$ cat src/sv/pixel_blend_and_fade_unit_assert.svh
`ifndef PIXEL_BLEND_AND_FADE_UNIT_ASSERT_SVH
`define PIXEL_BLEND_AND_FADE_UNIT_ASSERT_SVH

`ifndef SYNTHESIS
`define PBF_ASSERT(name, clk, rst_n, prop) \
    name: assert property (@(posedge clk) disable iff (!rst_n) prop) \
        else $error("pbf assertion failed");
`define PBF_ASSERT_ALWAYS(name, clk, prop) \
    name: assert property (@(posedge clk) prop) \
        else $error("pbf assertion failed");
`else
`define PBF_ASSERT(name, clk, rst_n, prop)
`define PBF_ASSERT_ALWAYS(name, clk, prop)
`endif

`endif

$ cat src/sv/pbf_pkg.sv
package pbf_pkg;

    localparam int CH_W       = 5;
    localparam int CH_NUM     = 3;
    localparam int COLOR_W    = CH_W * CH_NUM;
    localparam int PROD_W     = 2 * CH_W;
    localparam int WEIGHT_W   = 5;
    localparam int MODE_W     = 2;
    localparam int CFG_IDX_W  = 8;
    localparam int CFG_DATA_W = 8;
    localparam int S_TDATA_W  = 32;
    localparam int S_TUSER_W  = 2;
    localparam int M_TDATA_W  = 16;

    localparam logic [CH_W-1:0]     CH_MAX     = 5'd31;
    localparam logic [WEIGHT_W-1:0] WEIGHT_MAX = 5'd16;

    localparam logic [CFG_IDX_W-1:0] CFG_MODE          = 8'd0;
    localparam logic [CFG_IDX_W-1:0] CFG_FIRST_WEIGHT  = 8'd1;
    localparam logic [CFG_IDX_W-1:0] CFG_SECOND_WEIGHT = 8'd2;
    localparam logic [CFG_IDX_W-1:0] CFG_FADE_WEIGHT   = 8'd3;

    typedef enum logic [MODE_W-1:0] {
        MODE_NONE     = 2'd0,
        MODE_BLEND    = 2'd1,
        MODE_BRIGHTEN = 2'd2,
        MODE_DARKEN   = 2'd3
    } t_mode;

    typedef struct packed {
        t_mode                effect_mode;
        logic [WEIGHT_W-1:0]  first_weight;
        logic [WEIGHT_W-1:0]  second_weight;
        logic [WEIGHT_W-1:0]  fade_weight;
    } t_cfg;

endpackage

$ cat src/sv/pixel_blend_and_fade_unit.sv
// Color effects on RGB555 pixels: pass-through, alpha blend of two targets,
// brighten or darken, selected by the mode register and the tuser flags. One
// pixel is taken every clock while the output side is not stalled; a result
// passes the input register, then the result register, before it is presented.
// Both registers keep moving while the output side is stalled only as far as
// it has room. Each channel uses four 5x5-bit multiplies between the two
// registers. Configuration is meant to be written while no pixel is in flight.
`include "pixel_blend_and_fade_unit_assert.svh"

module pixel_blend_and_fade_unit (
    input  logic                             i_clk,
    input  logic                             i_rst_n,
    input  logic                             s_axis_tvalid,
    output logic                             s_axis_tready,
    // [14:0] first_color, [29:15] second_color, [31:30] zero
    input  logic [pbf_pkg::S_TDATA_W-1:0]    s_axis_tdata,
    // [0] second_found, [1] effect_enable
    input  logic [pbf_pkg::S_TUSER_W-1:0]    s_axis_tuser,
    output logic                             m_axis_tvalid,
    input  logic                             m_axis_tready,
    // [14:0] result_color, [15] zero
    output logic [pbf_pkg::M_TDATA_W-1:0]    m_axis_tdata,
    input  logic                             i_cfg_valid,
    output logic                             o_cfg_ready,
    input  logic [pbf_pkg::CFG_IDX_W-1:0]    i_cfg_index,
    input  logic [pbf_pkg::CFG_DATA_W-1:0]   i_cfg_data
);

    localparam int CW = pbf_pkg::CH_W;
    localparam int KW = pbf_pkg::COLOR_W;

    pbf_pkg::t_cfg     cfg;
    pbf_pkg::t_mode    op;

    logic              r_in_valid;
    logic [KW-1:0]     r_in_a;
    logic [KW-1:0]     r_in_b;
    logic              r_in_found;
    logic              r_in_en;
    logic              r_out_valid;
    logic [KW-1:0]     r_out_color;

    logic              n_in_valid;
    logic              n_out_valid;
    logic [KW-1:0]     n_out_color;

    logic              out_free;
    logic              s_accept;

    assign o_cfg_ready = 1'b1;

    pbf_cfg_regs u_cfg (
        .i_clk      (i_clk),
        .i_rst_n    (i_rst_n),
        .i_wr_valid (i_cfg_valid),
        .i_wr_index (i_cfg_index),
        .i_wr_data  (i_cfg_data),
        .o_cfg      (cfg)
    );

    assign out_free      = !r_out_valid || m_axis_tready;
    assign s_axis_tready = !r_in_valid || out_free;
    assign s_accept      = s_axis_tvalid && s_axis_tready;

    always_comb begin
        priority if (!r_in_en) begin
            op = pbf_pkg::MODE_NONE;
        end else if (cfg.effect_mode == pbf_pkg::MODE_BLEND && !r_in_found) begin
            op = pbf_pkg::MODE_NONE;
        end else begin
            op = cfg.effect_mode;
        end
    end

    for (genvar g = 0; g < pbf_pkg::CH_NUM; g++) begin : g_ch
        pbf_channel u_ch (
            .i_cfg (cfg),
            .i_op  (op),
            .i_a   (r_in_a[g*CW +: CW]),
            .i_b   (r_in_b[g*CW +: CW]),
            .o_c   (n_out_color[g*CW +: CW])
        );
    end

    always_comb begin
        n_in_valid  = r_in_valid;
        n_out_valid = r_out_valid;
        if (out_free) begin
            n_out_valid = r_in_valid;
        end
        if (s_axis_tready) begin
            n_in_valid = s_axis_tvalid;
        end
    end

    always_ff @(posedge i_clk) begin
        if (!i_rst_n) begin
            r_in_valid  <= 1'b0;
            r_out_valid <= 1'b0;
        end else begin
            r_in_valid  <= n_in_valid;
            r_out_valid <= n_out_valid;
        end
    end

    always_ff @(posedge i_clk) begin
        if (s_accept) begin
            r_in_a     <= s_axis_tdata[KW-1:0];
            r_in_b     <= s_axis_tdata[2*KW-1:KW];
            r_in_found <= s_axis_tuser[0];
            r_in_en    <= s_axis_tuser[1];
        end
        if (out_free && r_in_valid) begin
            r_out_color <= n_out_color;
        end
    end

    assign m_axis_tvalid = r_out_valid;
    assign m_axis_tdata  = pbf_pkg::M_TDATA_W'(r_out_color);

    `PBF_ASSERT(a_weight_clamp, i_clk, i_rst_n,
        (cfg.first_weight <= pbf_pkg::WEIGHT_MAX) &&
        (cfg.second_weight <= pbf_pkg::WEIGHT_MAX) &&
        (cfg.fade_weight <= pbf_pkg::WEIGHT_MAX))
    `PBF_ASSERT(a_accept_fills_input, i_clk, i_rst_n, s_accept |=> r_in_valid)
    `PBF_ASSERT(a_input_moves_on, i_clk, i_rst_n, (r_in_valid && out_free) |=> r_out_valid)
    `PBF_ASSERT(a_no_drop_when_full, i_clk, i_rst_n,
        (r_in_valid && !out_free) |=> (r_in_valid && r_out_valid))

endmodule

$ cat src/sv/pbf_cfg_regs.sv
module pbf_cfg_regs (
    input  logic                             i_clk,
    input  logic                             i_rst_n,
    input  logic                             i_wr_valid,
    input  logic [pbf_pkg::CFG_IDX_W-1:0]    i_wr_index,
    input  logic [pbf_pkg::CFG_DATA_W-1:0]   i_wr_data,
    output pbf_pkg::t_cfg                    o_cfg
);

    pbf_pkg::t_cfg                  r_cfg;
    pbf_pkg::t_cfg                  n_cfg;
    logic [pbf_pkg::WEIGHT_W-1:0]   wr_weight;

    // weights clamp at 16
    always_comb begin
        wr_weight = i_wr_data[pbf_pkg::WEIGHT_W-1:0];
        if (wr_weight > pbf_pkg::WEIGHT_MAX) begin
            wr_weight = pbf_pkg::WEIGHT_MAX;
        end
    end

    always_comb begin
        n_cfg = r_cfg;
        if (i_wr_valid) begin
            priority if (i_wr_index == pbf_pkg::CFG_MODE) begin
                n_cfg.effect_mode = pbf_pkg::t_mode'(i_wr_data[pbf_pkg::MODE_W-1:0]);
            end else if (i_wr_index == pbf_pkg::CFG_FIRST_WEIGHT) begin
                n_cfg.first_weight = wr_weight;
            end else if (i_wr_index == pbf_pkg::CFG_SECOND_WEIGHT) begin
                n_cfg.second_weight = wr_weight;
            end else if (i_wr_index == pbf_pkg::CFG_FADE_WEIGHT) begin
                n_cfg.fade_weight = wr_weight;
            end else begin
                n_cfg = r_cfg;
            end
        end
    end

    always_ff @(posedge i_clk) begin
        if (!i_rst_n) begin
            r_cfg <= '{effect_mode: pbf_pkg::MODE_NONE, default: '0};
        end else begin
            r_cfg <= n_cfg;
        end
    end

    assign o_cfg = r_cfg;

endmodule

$ cat src/sv/pbf_channel.sv
module pbf_channel (
    input  pbf_pkg::t_cfg                i_cfg,
    input  pbf_pkg::t_mode               i_op,
    input  logic [pbf_pkg::CH_W-1:0]     i_a,
    input  logic [pbf_pkg::CH_W-1:0]     i_b,
    output logic [pbf_pkg::CH_W-1:0]     o_c
);

    logic [pbf_pkg::PROD_W-1:0]   prod_a;
    logic [pbf_pkg::PROD_W-1:0]   prod_b;
    logic [pbf_pkg::PROD_W-1:0]   blend_sum;
    logic [pbf_pkg::CH_W:0]       blend_q;
    logic [pbf_pkg::CH_W-1:0]     blend_c;
    logic [pbf_pkg::CH_W-1:0]     headroom;
    logic [pbf_pkg::PROD_W-1:0]   prod_up;
    logic [pbf_pkg::CH_W:0]       bright_sum;
    logic [pbf_pkg::PROD_W-1:0]   prod_down;
    logic [pbf_pkg::CH_W-1:0]     dark_c;

    // blend: 31*16 + 31*16 fits in ten bits
    assign prod_a    = pbf_pkg::PROD_W'(i_a) * pbf_pkg::PROD_W'(i_cfg.first_weight);
    assign prod_b    = pbf_pkg::PROD_W'(i_b) * pbf_pkg::PROD_W'(i_cfg.second_weight);
    assign blend_sum = prod_a + prod_b;
    assign blend_q   = blend_sum[pbf_pkg::PROD_W-1:4];
    assign blend_c   = (blend_q > (pbf_pkg::CH_W+1)'(pbf_pkg::CH_MAX))
                       ? pbf_pkg::CH_MAX : blend_q[pbf_pkg::CH_W-1:0];

    // brighten never passes 31
    assign headroom   = pbf_pkg::CH_MAX - i_a;
    assign prod_up    = pbf_pkg::PROD_W'(headroom) * pbf_pkg::PROD_W'(i_cfg.fade_weight);
    assign bright_sum = (pbf_pkg::CH_W+1)'(i_a) + prod_up[pbf_pkg::PROD_W-1:4];

    assign prod_down = pbf_pkg::PROD_W'(i_a) * pbf_pkg::PROD_W'(i_cfg.fade_weight);
    assign dark_c    = i_a - prod_down[pbf_pkg::CH_W+3:4];

    always_comb begin
        unique case (i_op)
            pbf_pkg::MODE_NONE:     o_c = i_a;
            pbf_pkg::MODE_BLEND:    o_c = blend_c;
            pbf_pkg::MODE_BRIGHTEN: o_c = bright_sum[pbf_pkg::CH_W-1:0];
            pbf_pkg::MODE_DARKEN:   o_c = dark_c;
            default:                o_c = i_a;
        endcase
    end

endmodule
$ cat config.mk
export PLATFORM = sky130hd
export DESIGN_NAME = pixel_blend_and_fade_unit
export DESIGN_NICKNAME = d
export VERILOG_FILES = /design/src/sv/pbf_pkg.sv /design/src/sv/pixel_blend_and_fade_unit.sv /design/src/sv/pbf_cfg_regs.sv /design/src/sv/pbf_channel.sv
export VERILOG_INCLUDE_DIRS = /design/src /design/src/sv
export SDC_FILE = /design/constraint.sdc
export NUM_CORES = 1
export LEC_CHECK = 0
export BUFFER_PORTS_ARGS = -buffer_cell sky130_fd_sc_hd__buf_2
export CAP_MARGIN = 20
export CELL_PAD_IN_SITES_DETAIL_PLACEMENT = 1
export CELL_PAD_IN_SITES_GLOBAL_PLACEMENT = 1
export CORE_ASPECT_RATIO = 0.5
export CORE_MARGIN = 5
export CORE_UTILIZATION = 54
export CTS_CLUSTER_DIAMETER = 60
export DETAILED_ROUTE_END_ITERATION = 8
export GPL_ROUTABILITY_DRIVEN = 0
export PLACE_DENSITY = 0.87
export SYNTH_ARGS = -nofsm -noshare
export SYNTH_HDL_FRONTEND = slang
export SYNTH_SLANG_ARGS = --single-unit
$ cat constraint.sdc
create_clock -name i_clk -period 18.92 [get_ports i_clk]
set_input_delay 2.838 -clock i_clk [delete_from_list [all_inputs] [get_ports i_clk]]
set_output_delay 2.838 -clock i_clk [all_outputs]
set_load 0.02 [all_outputs]
# == Word level (Yosys, flattened, before mapping) ==
# Cells that the tools add are included.
# word_totals
regBits,66
inputBits,55
out_inout_bits,19
elab_cells,72
# op_classes
addsub,12
mul,12
magnitude_cmp,4
n_eq_ne,7
mux,9
bitwise,3
n_reduce_logical,14
# ops
op,count
5-bit by 5-bit multiplier with 10-bit output,6
5-bit case mux with 4 select lines,3
5-bit by 5-bit multiplier with 9-bit output,6
10-bit adder,3
5-bit 2-to-1 mux,4
6-bit by 5-bit greater-than comparator with 1-bit output (second input constant),3
8-bit by 2-bit equality test with 1-bit output (second input constant),2
5-bit adder,3
5-bit subtractor,3
5-bit subtractor (first input constant),3
8-bit by 1-bit equality test with 1-bit output (second input constant),1
8-bit logical NOT,1
5-bit greater-than comparator (second input constant),1
5-bit AND reduction,1
2-bit by 1-bit equality test with 1-bit output (second input constant),2
2-bit equality test (second input constant),2
2-bit 2-to-1 mux,2
4-bit AND reduction,1
1-bit logical AND,3
1-bit logical NOT,3
1-bit inverter,3
3-bit AND reduction,1
2-bit logical NOT,1
1-bit logical OR,2
2-bit AND reduction,1

# == Depth between registers and ports, before layout ==
# logic_depth
depth_word,6
mapped_depth,25

# == Modules after synthesis ==
# From an unflattened synthesis, not the netlist that was laid out.
# hier_totals
cells_unflattened,1275
hier_area_um2,11980.2
# modules_own_cells
module,instances,cells_each,area_per_inst_um2,seq_area_each_um2
pbf_channel (g_ch[0].u_ch),1,383,3284.4,0.0
pbf_channel (g_ch[1].u_ch),1,383,3226.8,0.0
pbf_channel (g_ch[2].u_ch),1,380,3211.8,0.0
pixel_blend_and_fade_unit,1,62,1554.0,1451.4
pbf_cfg_regs,1,67,703.2,340.3

# == Least setup slack after synthesis ==
# No wires, ideal clock.
# synth_timing
path_type,flip-flop to flip-flop
start,register u_cfg.r_cfg (netlist bit u_cfg.o_cfg[4])
end,register r_out_color[9] (data pin)
setup_ns,0.259
arrival_ns,5.789
required_time_ns,18.661
path_slack_ns,12.872
path_stages_with_launch,26
synth_period_minus_slack_ns,6.048
cell_sequence,dfxtp_1 > buf_2 > clkbuf_1 > nand2_1 > fa_1 > fa_1 > fa_1 > inv_1 > ha_1 > nand3_1 > o211ai_1 > or2_2 > ha_1 > xnor2_1 > xnor2_1 > nor2_1 > a21oi_1 > ha_1 > a21o_1 > a21oi_1 > nor3_1 > and3_1 > a2111oi_2 > nand4b_1 > mux2i_1 > a211o_1
# synth_between
elab_chain_len,3
# synth_lines
element,line,source
from (decl),pbf_cfg_regs.sv:10,pbf_pkg::t_cfg r_cfg;
from (signal assigned),pbf_cfg_regs.sv:43,r_cfg <= n_cfg;
"5-bit by 5-bit multiplier with 9-bit output, on equally long branches","pbf_channel.sv:33, pbf_channel.sv:30",
5-bit subtractor or 5-bit adder (tied branches),"pbf_channel.sv:34, pbf_channel.sv:31",
5-bit case mux with 4 select lines *,pbf_channel.sv:37,unique case (i_op)
"via g_ch[1].u_ch.o_c, one bit",pbf_channel.sv:6,output logic [pbf_pkg::CH_W-1:0] o_c
to (signal assigned),pixel_blend_and_fade_unit.sv:114,r_out_color <= n_out_color;
to (decl),pixel_blend_and_fade_unit.sv:41,logic [KW-1:0] r_out_color;
# The timed path passes the listed nets; every way through them passes the cells marked *.
# A chain may end at the register's enable or synchronous reset.

# == Worst setup path in the final report ==
# layout_timing
start,register u_cfg.r_cfg (netlist bit u_cfg.o_cfg[2])
end,register r_out_color[9] (data pin)
# Same word-level chain as after synthesis.

==> run metrics <==
status=finished, final reports clean; number of gates resized after CTS=0; Net Sw Frac=around 29%; CTS tree=yes; fin crit share=37.2%; Finish-stage setup viols=0; Yosys cell types=69; setup ws final=~12 ns; Tot Pwr=396 uW; Worst Clk Skew=approximately 0.014 ns; Die Width=approximately 220 um; grt total ovfl=0; total track usage=29.7%; Top Layer Used=met4; DR pass1 iterations=5; max_slew headroom=around two fifths; Max Fclk=142 MHz; most area-consuming cells after synthesis=fa_1, ha_1, edfxtp_1; Area Growth Syn to Fin=7.87%; clk sinks=66; pwr/cell area=between 20 and 30 nW/um2; Port Buf Inserts=66; required time of the critical path=19.04 ns; core box area=approximately 23000 um2; TNS Setup=0 ns; Met3 Wirelength=~1900 um; Clock Tree Buf Depth=2; # placed instances=between 1.5k and 2k; part of the Yosys area used for sequential elements=between 10% and 20%; DRT Wirelength=roughly 38000 um; Synth Area in Compound Gates=8.52%; prevailing post-synth register cell=edfxtp_1; # H-tree levels=3; CTS Hold Bufs=0; xor and xnor area share after synthesis=5.21%; worst setup path class=flop to flop; TritonCTS Buffers=9; initial DRC count=662; clock share of power=about 47%; Ports=between 70 and 80; worst min path class=flop to flop; Leak=roughly 6.8 nW; critical-path maximum fanout=19; Critical Path Start Type=flop; Reg clk slew, reported paths=0.07 ns; crit path time final=around 7.0 ns; Worst-Skew Late Latency=roughly 0.36 ns; Finished Layout Cells=1700; Routed Antenna Nets=0; Initial Util=between 50% and 60%; num rows=39; Worst Tran Pin Value=between 0.9 and 1 ns; antenna violations before repair=3; final HPWL from detailed placement=~28000 um; flops & latches, synth=66; CTS root buf=clkbuf_16; power share of the sequential group=a little over two fifths; Syn. warnings=0; Synth top area share=between 20 and 25%; RSZ-0062 raised after global routing=false; Fin Hold WS=about 0.57 ns; drt drc=0; largest family of logic cells by synthesized area=adder cells; simple-gate share of the synthesized area=around 22%; EDFF count, synth=47; Mapped Avg Cell Area=9.18 um2; Logic pwr share=10.7%; Pint=approximately 280 uW; area leader, netlist=fa_1; Post-Syn Area=12300 um2; Net Sw Power=between 100 and 150 uW; layout cells sized above 1=9.20%; post-synthesis mux area share=1.77%; met1 wire length=15100 um; pre-CTS setup slack=about 12 ns; via count=between 10k and 15k; Synth Area in Adders=roughly 41%; Post-CTS Setup Inserts=0; Filler cells=~2.6k; Nets=1765; routed wire length per instance=~22 um; first-pass GRT wire length=between 60000 and 70000 um; full die area=26100 um2; Net Count, Synth=about 1.7k; largest net degree at the start of global routing=33; Peak VDD IR=0.0000679 V; Worst Setup End Kind=flop; Final Hold Fails=0; Mapped Cells=between 1k and 1.5k; vias in the first global route=~12k; Die Ht=117 um; vias per std cell=~5.9; Crit path arrival time=a little over 7 ns; fin. max-slew vios=0; routed wl met2=19500 um; Post-synth ARST share=0%; max-cap violation count=0
## kinds of logic after synthesis
logic type	Yosys count
AO/OA/AOI/OAI	140
flip-flops	66
buffers and inverters	219
XOR/XNOR	70
other	2
AND/OR/NAND/NOR	498
multiplexers	21
adder cells (fa/ha/maj)	324
## worst paths after layout
path	end	depth (start not counted)	start	slack, ns
setup / recovery	r_out_color[9]$_DFFE_PP_	24	u_cfg.o_cfg[2]$_SDFFE_PN0P_	11.88
hold reg to reg	m_axis_tvalid$_SDFFE_PN0P_	1	r_in_valid$_SDFFE_PN0N_	0.57
setup reg to reg	r_out_color[9]$_DFFE_PP_	24	u_cfg.o_cfg[2]$_SDFFE_PN0P_	11.88
hold / removal	m_axis_tvalid$_SDFFE_PN0P_	1	r_in_valid$_SDFFE_PN0N_	0.57
## final cells by class
cell class / count / area [um2] / area share, %
Multi-Input combinational cell: 1055 / 9670 / 72.9
Sequential cell: 66 / 1790 / 13.5
Inverter: 169 / 634 / 4.78
Timing Repair Buffer: 85 / 473 / 3.57
Tap cell: 307 / 384 / 2.90
Clock buffer: 9 / 225 / 1.70
Clock inverter: 7 / 82.6 / 0.622
Antenna cell: 2 / 5.00 / 0.0377
## flip-flops by register name, indices dropped and copies added, names as in the netlist
register	cells
m_axis_tvalid	1
r_in_a	15
r_in_b	15
r_in_en	1
r_in_found	1
r_in_valid	1
r_out_color	15
u_cfg.o_cfg	17
## through the flow
step	util [%]	cell area, um2
2_1_floorplan	-	12300
3_3_place_gp	57.3	13000
3_5_place_dp	57.3	13000
4_1_cts	58.7	13300
5_1_grt	58.7	13300
6_report	58.7	13300
## synthesized netlist by cell type (3+ instances only)
cell type / number
a2111oi_0: 3
a211o_1: 3
a211oi_1: 5
a21o_1: 10
a21oi_1: 25
a221o_1: 3
a22oi_1: 7
a31oi_1: 3
and2_1: 121
and3_1: 11
buf_4: 3
clkbuf_1: 45
dfxtp_1: 19
edfxtp_1: 47
fa_1: 132
ha_1: 192
inv_1: 169
mux2i_1: 19
nand2_1: 130
nand2b_1: 15
nand3_1: 10
nand3b_1: 4
nand4_1: 6
nand4b_1: 3
nor2_1: 60
nor2b_1: 78
nor3_1: 20
nor3b_1: 11
nor4_1: 5
o211ai_1: 7
o21a_1: 13
o21ai_0: 29
o21bai_1: 3
o221ai_1: 4
o31a_1: 3
o41ai_2: 3
or2_2: 6
or3_1: 6
xnor2_1: 49
xor2_1: 19
## metal layers
metal  global-route usage [%]  up-vias
li1                         -     4505
met1                     34.8     5111
met4                     12.0        0
met3                     4.02      130
met5                        0        -
met2                     56.1      367
## power groups by stage
stage | logic, mW | clock network [mW] | registers, mW
after floorplan | 0.0189 | 0 | 0.171
after global placement | 0.0386 | 0 | 0.171
after detailed placement | 0.0404 | 0 | 0.172
after CTS | 0.0411 | 0.184 | 0.169
after global routing | 0.0443 | 0.189 | 0.169
final | 0.0425 | 0.184 | 0.169
## critical path, cell delays in order (launching register included)
cell	delay [ns]
dfxtp_1	0.66
buf_4	0.37
nand2b_1	0.12
fa_1	0.48
fa_1	0.53
fa_1	0.57
inv_1	0.05
ha_1	0.35
nand3_1	0.19
o211ai_1	0.19
or2_2	0.33
ha_1	0.24
xnor2_1	0.20
xnor2_1	0.14
nor2_1	0.05
a21oi_1	0.14
ha_1	0.28
a21o_1	0.22
a21oi_1	0.36
nor3_1	0.14
and3_1	0.22
a2111oi_2	0.38
nand4b_1	0.20
mux2i_1	0.15
a211o_1	0.22
## placed cells by master, fill, tap and decap left out, types with 9 or more instances in the layout
cell type | netlist | final
xnor2_1 | 49 | 49
a21oi_1 | 25 | 25
mux2i_1 | 19 | 19
dfxtp_1 | 19 | 19
edfxtp_1 | 47 | 47
clkbuf_16 | 0 | 9
nor2b_1 | 78 | 78
and3_1 | 11 | 11
buf_2 | 2 | 66
xor2_1 | 19 | 19
fa_1 | 132 | 132
o21a_1 | 13 | 13
nand2b_1 | 15 | 15
nand3_1 | 10 | 10
nor3_1 | 20 | 20
buf_4 | 3 | 19
ha_1 | 192 | 192
nor3b_1 | 11 | 11
nand2_1 | 130 | 130
a21o_1 | 10 | 10
and2_1 | 121 | 121
nor2_1 | 60 | 60
inv_1 | 169 | 169
o21ai_0 | 29 | 29
(Power assumes the default switching activity.)
